--- src/sv/spq_pkg.sv ---
// spq_pkg: request and result types, operation and status codes for the
// sorted priority queue. No dependencies; used by every module of the block.
`default_nettype none

package spq_pkg;

  localparam int KEY_W     = 32;
  localparam int OP_W      = 2;
  localparam int STAT_W    = 2;
  localparam int CNT_OUT_W = 5;

  // operation codes
  localparam logic [OP_W-1:0] OP_PUSH  = 2'd0;
  localparam logic [OP_W-1:0] OP_POP   = 2'd1;
  localparam logic [OP_W-1:0] OP_CLEAR = 2'd2;

  // result status codes
  localparam logic [STAT_W-1:0] ST_OK        = 2'd0;
  localparam logic [STAT_W-1:0] ST_POP_EMPTY = 2'd1;
  localparam logic [STAT_W-1:0] ST_PUSH_FULL = 2'd2;

  typedef struct packed {
    logic [OP_W-1:0]         opcode;
    logic signed [KEY_W-1:0] key_in;
  } cmd_req_t;

  typedef struct packed {
    logic signed [KEY_W-1:0] top_key;
    logic                    is_empty;
    logic [CNT_OUT_W-1:0]    entry_count;
    logic [STAT_W-1:0]       status;
  } res_req_t;

  // controller to datapath
  typedef struct packed {
    logic push;
    logic pop;
    logic clear;
  } dp_cmd_t;

  // datapath to controller
  typedef struct packed {
    logic full;
    logic empty;
  } dp_stat_t;

endpackage

`default_nettype wire

--- src/sv/spq_ctrl.sv ---
// spq_ctrl: handshake controller for the sorted priority queue; decodes the
// operation, issues datapath commands and holds the result status.
// Depends on spq_pkg.
`default_nettype none

module spq_ctrl (
  input  wire logic                     clk,
  input  wire logic                     rst,
  input  wire logic                     cmd_valid,
  output logic                          cmd_stall,
  input  wire logic [spq_pkg::OP_W-1:0] opcode,
  input  spq_pkg::dp_stat_t             dp_stat,
  output spq_pkg::dp_cmd_t              dp_cmd,
  output logic                          res_valid,
  input  wire logic                     res_stall,
  output logic [spq_pkg::STAT_W-1:0]    res_status
);
  import spq_pkg::*;

  localparam logic S_IDLE = 1'b0;
  localparam logic S_HOLD = 1'b1;

  logic              state;
  logic              state_next;
  logic              accept;
  logic [STAT_W-1:0] status;
  logic [STAT_W-1:0] status_next;
  dp_cmd_t           op_cmd;

  // a pending result that is not taken blocks the next request
  assign cmd_stall = (state == S_HOLD) && res_stall;
  assign accept    = cmd_valid && !cmd_stall;

  // operation decode against the current fill state
  always_comb begin
    op_cmd      = '0;
    status_next = ST_OK;
    unique case (opcode)
      OP_PUSH: begin
        if (dp_stat.full) begin
          status_next = ST_PUSH_FULL;
        end else begin
          op_cmd.push = 1'b1;
        end
      end
      OP_POP: begin
        if (dp_stat.empty) begin
          status_next = ST_POP_EMPTY;
        end else begin
          op_cmd.pop = 1'b1;
        end
      end
      OP_CLEAR: begin
        op_cmd.clear = 1'b1;
      end
      default: begin
        status_next = ST_OK;
      end
    endcase
  end

  assign dp_cmd = accept ? op_cmd : '0;

  // result pending state
  always_comb begin
    state_next = state;
    unique case (state)
      S_IDLE: begin
        if (accept) begin
          state_next = S_HOLD;
        end
      end
      S_HOLD: begin
        if (!accept && !res_stall) begin
          state_next = S_IDLE;
        end
      end
      default: begin
        state_next = S_IDLE;
      end
    endcase
  end

  always_ff @(posedge clk) begin
    if (rst) begin
      state <= S_IDLE;
    end else begin
      state <= state_next;
    end
  end

  // status travels with the result
  always_ff @(posedge clk) begin
    if (accept) begin
      status <= status_next;
    end
  end

  assign res_valid  = (state == S_HOLD);
  assign res_status = status;

endmodule

`default_nettype wire

--- src/sv/spq_dp.sv ---
// spq_dp: compare-and-shift cell array holding the keys in descending order,
// plus the entry counter. Depends on spq_pkg.
`default_nettype none

module spq_dp #(
  parameter int CAPACITY = 16,
  parameter int CNT_W    = 5
) (
  input  wire logic                            clk,
  input  wire logic                            rst,
  input  spq_pkg::dp_cmd_t                     dp_cmd,
  input  wire logic signed [spq_pkg::KEY_W-1:0] key,
  output spq_pkg::dp_stat_t                    dp_stat,
  output logic [CNT_W-1:0]                     count,
  output logic signed [spq_pkg::KEY_W-1:0]     top_key,
  output logic [spq_pkg::CNT_OUT_W-1:0]        entry_count
);
  import spq_pkg::*;

  logic signed [KEY_W-1:0]        keys [CAPACITY];
  logic [CAPACITY-1:0]            ge;
  logic [CNT_W+CNT_OUT_W-1:0]     count_wide;

  // one cell per slot: keep, take the new key, shift toward the tail on push or toward the head on pop
  for (genvar i = 0; i < CAPACITY; i++) begin : g_cell
    localparam logic [CNT_W-1:0] IDX = CNT_W'(i);

    // slot holds a key that stays ahead of the new one
    assign ge[i] = (IDX < count) && (keys[i] >= key);

    if (i == 0) begin : g_head
      always_ff @(posedge clk) begin
        if (dp_cmd.push && !ge[i]) begin
          keys[i] <= key;
        end else if (dp_cmd.pop) begin
          if (CAPACITY > 1) begin
            keys[i] <= keys[(i + 1) % CAPACITY];
          end
        end
      end
    end else if (i == CAPACITY - 1) begin : g_tail
      always_ff @(posedge clk) begin
        if (dp_cmd.push && !ge[i]) begin
          keys[i] <= ge[i-1] ? key : keys[i-1];
        end
      end
    end else begin : g_mid
      always_ff @(posedge clk) begin
        if (dp_cmd.push && !ge[i]) begin
          keys[i] <= ge[i-1] ? key : keys[i-1];
        end else if (dp_cmd.pop) begin
          keys[i] <= keys[i+1];
        end
      end
    end
  end

  // entry counter
  always_ff @(posedge clk) begin
    if (rst) begin
      count <= '0;
    end else if (dp_cmd.clear) begin
      count <= '0;
    end else if (dp_cmd.push) begin
      count <= count + CNT_W'(1);
    end else if (dp_cmd.pop) begin
      count <= count - CNT_W'(1);
    end
  end

  assign dp_stat.full  = (count == CNT_W'(CAPACITY));
  assign dp_stat.empty = (count == '0);

  // result view of the store
  assign count_wide  = {{CNT_OUT_W{1'b0}}, count};
  assign entry_count = count_wide[CNT_OUT_W-1:0];
  assign top_key     = dp_stat.empty ? '0 : keys[0];

endmodule

`default_nettype wire

--- src/sv/sorted_priority_queue.sv ---
// sorted_priority_queue: max-first priority queue of signed keys in a sorted
// cell array. Its result appears in the cycle after acceptance.
// Throughput: one push, pop or clear per cycle while no pending result is
// stalled; all slots insert or shift at once. Reset empties the queue and
// drops any pending result. Depends on spq_pkg, spq_ctrl and spq_dp.
`default_nettype none

module sorted_priority_queue #(
  parameter int CAPACITY = 16
) (
  input  wire logic              clk,
  input  wire logic              rst,
  input  wire logic              cmd_valid,
  output logic                   cmd_stall,
  input  spq_pkg::cmd_req_t      cmd,
  output logic                   res_valid,
  input  wire logic              res_stall,
  output spq_pkg::res_req_t      res
);
  import spq_pkg::*;

  localparam int CNT_W = $clog2(CAPACITY + 1);

  dp_cmd_t                 dp_cmd;
  dp_stat_t                dp_stat;
  logic [CNT_W-1:0]        count;
  logic signed [KEY_W-1:0] top_key;
  logic [CNT_OUT_W-1:0]    entry_count;
  logic [STAT_W-1:0]       res_status;

  spq_ctrl u_ctrl (
    .clk        (clk),
    .rst        (rst),
    .cmd_valid  (cmd_valid),
    .cmd_stall  (cmd_stall),
    .opcode     (cmd.opcode),
    .dp_stat    (dp_stat),
    .dp_cmd     (dp_cmd),
    .res_valid  (res_valid),
    .res_stall  (res_stall),
    .res_status (res_status)
  );

  spq_dp #(
    .CAPACITY (CAPACITY),
    .CNT_W    (CNT_W)
  ) u_dp (
    .clk         (clk),
    .rst         (rst),
    .dp_cmd      (dp_cmd),
    .key         (cmd.key_in),
    .dp_stat     (dp_stat),
    .count       (count),
    .top_key     (top_key),
    .entry_count (entry_count)
  );

  // result assembly
  assign res.top_key     = top_key;
  assign res.is_empty    = dp_stat.empty;
  assign res.entry_count = entry_count;
  assign res.status      = res_status;

`ifndef SYNTHESIS
  // never more entries than slots
  a_count_bound: assert property (@(posedge clk) disable iff (rst)
    count <= CNT_W'(CAPACITY))
    else $error("entry count above capacity");

  // a stall only happens while a result is pending
  a_stall_pending: assert property (@(posedge clk) disable iff (rst)
    cmd_stall |-> res_valid)
    else $error("request stalled with no pending result");

  // a successful pop removes exactly one entry
  a_pop_count: assert property (@(posedge clk) disable iff (rst)
    (cmd_valid && !cmd_stall && cmd.opcode == OP_POP && !dp_stat.empty)
      |=> count == $past(count) - CNT_W'(1))
    else $error("pop did not remove one entry");

  // a full-queue push report matches the counter
  a_full_status: assert property (@(posedge clk) disable iff (rst)
    (res_valid && res.status == ST_PUSH_FULL) |-> count == CNT_W'(CAPACITY))
    else $error("push-full status with free slots");
`endif

endmodule

`default_nettype wire

--- config.mk ---
export PLATFORM = sky130hd
export DESIGN_NAME = sorted_priority_queue
export DESIGN_NICKNAME = d
export VERILOG_FILES = /design/src/sv/spq_pkg.sv /design/src/sv/spq_ctrl.sv /design/src/sv/spq_dp.sv /design/src/sv/sorted_priority_queue.sv
export SDC_FILE = /design/constraint.sdc
export NUM_CORES = 2
export LEC_CHECK = 0
export BUFFER_PORTS_ARGS = -buffer_cell sky130_fd_sc_hd__buf_2
export CAP_MARGIN = 20
export CORE_MARGIN = 2
export CORE_UTILIZATION = 40
export CTS_CLUSTER_DIAMETER = 40
export DETAILED_ROUTE_END_ITERATION = 7
export SETUP_SLACK_MARGIN = 0.15
export SLEW_MARGIN = 20
export SYNTH_ARGS = -nofsm -noshare
export SYNTH_HDL_FRONTEND = slang
export SYNTH_SLANG_ARGS = --single-unit
--- constraint.sdc ---
create_clock -name clk -period 7.38 [get_ports clk]
set_input_delay 1.107 -clock clk [delete_from_list [all_inputs] [get_ports clk]]
set_output_delay 1.107 -clock clk [all_outputs]
set_load 0.005 [all_outputs]
==> metrics.md <==
| Metric | Value |
|---|---|
| Footprint of the multi-input gates | `approximately 21,000 sq um` |
| Synth Flop Type | `edfxtp_1` |
| CTS tree | `built` |
| Area leader, netlist | `edfxtp_1` |
| Outcome | `finished clean` |
| Initial antenna violation count | `2` |
| Final period utilization | `approximately 70%` |
| Final slew viol count | `0` |
| Minimum clock period | `around 5200 ps` |
| Setup CP Type | `in2reg` |
| Clock root cell | `clkbuf_16` |
| Max IR drop VDD | `184.4 uV` |
| Post-synth ARST share | `0%` |
| Synth cell count leaders | `542 x nand2_1, 515 x ha_1, 514 x edfxtp_1` |
| Max Buffers Root-to-Sink | `3` |
| Routing usage on met2 | `between 30% and 40%` |
| Count leader, synth | `nand2_1` |
| FP Rows | `roughly 110` |
| Final setup viols | `0` |
| TritonCTS Sinks | `between 500 and 600` |
| Antenna violation net count after detailed routing | `0` |
| Max transition margin | `between 10% and 20%` |
| GR Util met3 | `between 2 and 2.5%` |
| Post-Syn Area | `~37,000 sq um` |
| Final Instance Area | `~43,000 sq um` |
| Num CTS Buffers | `106` |
| First-pass GRT wire length | `~170,000 um` |
| Power Dens Cells | `between 200 and 250 nW/um^2` |
| Grt peak-use layer | `met2` |
| Clock-pin transition on the worst setup and hold timing paths | `roughly 50 ps` |
| Number of diodes | `0` |
| Total power | `a little under 10 mW` |
| EDFF count, synth | `roughly 510` |
| Initial drt markers | `1,879` |
| Top-area cell type share of the netlist area | `between 40% and 50%` |
| P&R area growth vs syn | `15.30%` |
| Post-detailed-routing wire length | `between 100,000 and 150,000 um` |
| DR pass1 iterations | `6` |
| Worst slew pin tran | `approximately 1300 ps` |
| GPL Wtd Cong | `a little over 0.9` |
| Top Ports | `80` |
| Syn_nets | `between 4k and 5k` |
| Grt ovf | `0` |
| Seq/Total Area, Yosys | `41.53%` |
| Crit path DAT | `between 5000 and 6000 ps` |
| Startpoint Class | `input port` |
| Hold/Removal Path Class | `reg2reg` |
| Largest net degree at the start of global routing | `approximately 270` |
| Final Skew | `26.66 ps` |
| LEAKAGE | `about 17 nW` |
| Total Routing Usage GR | `between 20% and 30%` |
| Gate count of the mapped netlist | `around 3.6k` |
| DP Area | `around 39,000 sq um` |
| FF+latch area | `15,550 sq um` |
| Number of H-tree levels | `3` |
| Max_cap viols | `0` |
| DRC | `0` |
| Share of cells above drive strength 1 | `between 10% and 20%` |
| Die height | `approximately 310 um` |
| CP endpoint kind | `flop` |
| Final hold vios | `0` |
| Worst skew pair latency | `roughly 660 ps` |
| Final net count | `4,243` |
| Fill cell count | `8,766` |
| Initial core utilization | `40.25%` |
| Top cells by area, synth | `edfxtp_1 41%, ha_1 17%, mux2i_1 12%` |
| Setup WS pre-CTS | `between 1500 and 2000 ps` |
| Critical Path RT | `around 7800 ps` |
| Port bufs | `79` |
| Hold buffers post-CTS | `0` |
| Die X | `~310 um` |
| Vias | `between 20k and 30k` |
| Post CTS Setup Buffer Count | `0` |
| Critical Path Fanout Max | `18` |
| Synth Register Bits | `520` |
| Peak Freq | `about 190 MHz` |
| Library cells used by synthesis | `between 60 and 70` |
| Setup ws final | `approximately 2200 ps` |
| Worst Hold Margin | `563.7 ps` |
| Vias in the first global route | `28.65k` |
| Mean Syn Cell Area | `10.27 sq um` |
| Full die area | `around 96,000 sq um` |
| DP HPWL | `80,260 um` |
| Core Region | `slightly above 90,000 sq um` |
| Post-route setup TNS | `0 ps` |
| RSZ-0062 raised after global routing | `no` |
| Routed wire length per instance | `21.57 um` |
| Cts repair resizes | `0` |
| Synth warn | `0` |
| Met1 usage | `a little under a third` |
| Mean number of vias per cell | `5.723` |
## placed cells by master, fill, tap and decap left out, types with 8 or more instances in the layout
master and count:
nand2b_1 9, nand2_1 541, clkinv_1 10, o21ai_4 10
nand4_1 106, nor2b_1 26, clkinv_2 10, mux2i_1 444
clkbuf_16 107, a21o_1 65, inv_6 17, nor4_1 21
nand3_1 57, a2111oi_0 14, mux2_2 33, inv_1 63
and4_1 9, buf_2 79, o21ai_0 475, bufinv_16 23
ha_1 515, and2_1 33, o21a_1 14, o2bb2ai_1 8
o21ai_1 27, nor3_1 24, clkinv_4 9, clkbuf_1 8
o211ai_1 15, a211oi_1 15, edfxtp_1 514, buf_4 41
nor2_1 79, a221oi_1 8, a21oi_1 225
## where the power goes
group | switching (mW) | internal (mW) | total, mW
clock network | 1.74 | 3.48 | 5.21
registers | 0.119 | 3.43 | 3.55
logic | 0.702 | 0.427 | 1.13
## kinds of logic after synthesis
family | share of synthesized area [%]
adders and majority gates | 17.20
xor gates and xnor gates | 0.09356
and+or+nand+nor | 11.55
AOI/OAI and AO/OA | 13.89
DFF | 41.53
muxes | 12.86
buffers and inverters | 2.876
## worst paths after layout
check                                                  from  slack (ps)  cells after the start                          end
worst max-delay path                                cmd[24]        2200                     12  u_dp.keys[0][166]$_DFFE_PP_
worst min-delay path            u_dp.keys[1][252]$_DFFE_PP_         560                      2  u_dp.keys[1][220]$_DFFE_PP_
worst max register to register   u_dp.count[3]$_SDFFE_PP0P_        2860                      8  u_dp.keys[0][107]$_DFFE_PP_
worst min register to register  u_dp.keys[1][252]$_DFFE_PP_         560                      2  u_dp.keys[1][220]$_DFFE_PP_
## worst max-delay path: stages
cell and delay [ps]:
buf_2 340, inv_1 510, ha_1 480, nand4_1 200, or2_0 300, or4_4 570, or3_1 380, o22a_1 200
a21oi_4 690, buf_4 430, mux2i_1 230, o21ai_1 70
## final cells by class
| type | instances | share of cell area [%] |
|---|---|---|
| repair buffers | 129 | 2.115 |
| inverters | 63 | 0.5476 |
| well taps | 1254 | 3.633 |
| clock buffers | 115 | 6.270 |
| flip-flops and latches | 520 | 36.02 |
| clock inverters | 80 | 2.581 |
| multi-input cells | 2870 | 48.83 |
## registers in the layout, indices dropped and copies added (netlist names)
name and cells:
u_dp.keys 512, u_ctrl.res_valid 1, u_dp.count 5, u_ctrl.res_status 2
## through the flow
stage | utilization [%] | cells
6_report | 46.41 | 5031
5_1_grt | 46.41 | 5031
2_1_floorplan | - | 3648
3_3_place_gp | 42.18 | 4832
4_1_cts | 46.35 | 5029
3_5_place_dp | 42.24 | 4834
## routing by layer
layer	part of all wire, %	vias to the layer above	wire [um]
met2	47	717	50910
li1	-	13970	-
met1	46	13900	49410
met3	3.8	204	4157
met4	3.7	2	4034
met5	0.012	-	13
No activity file was read; power rests on OpenSTA's default activity.
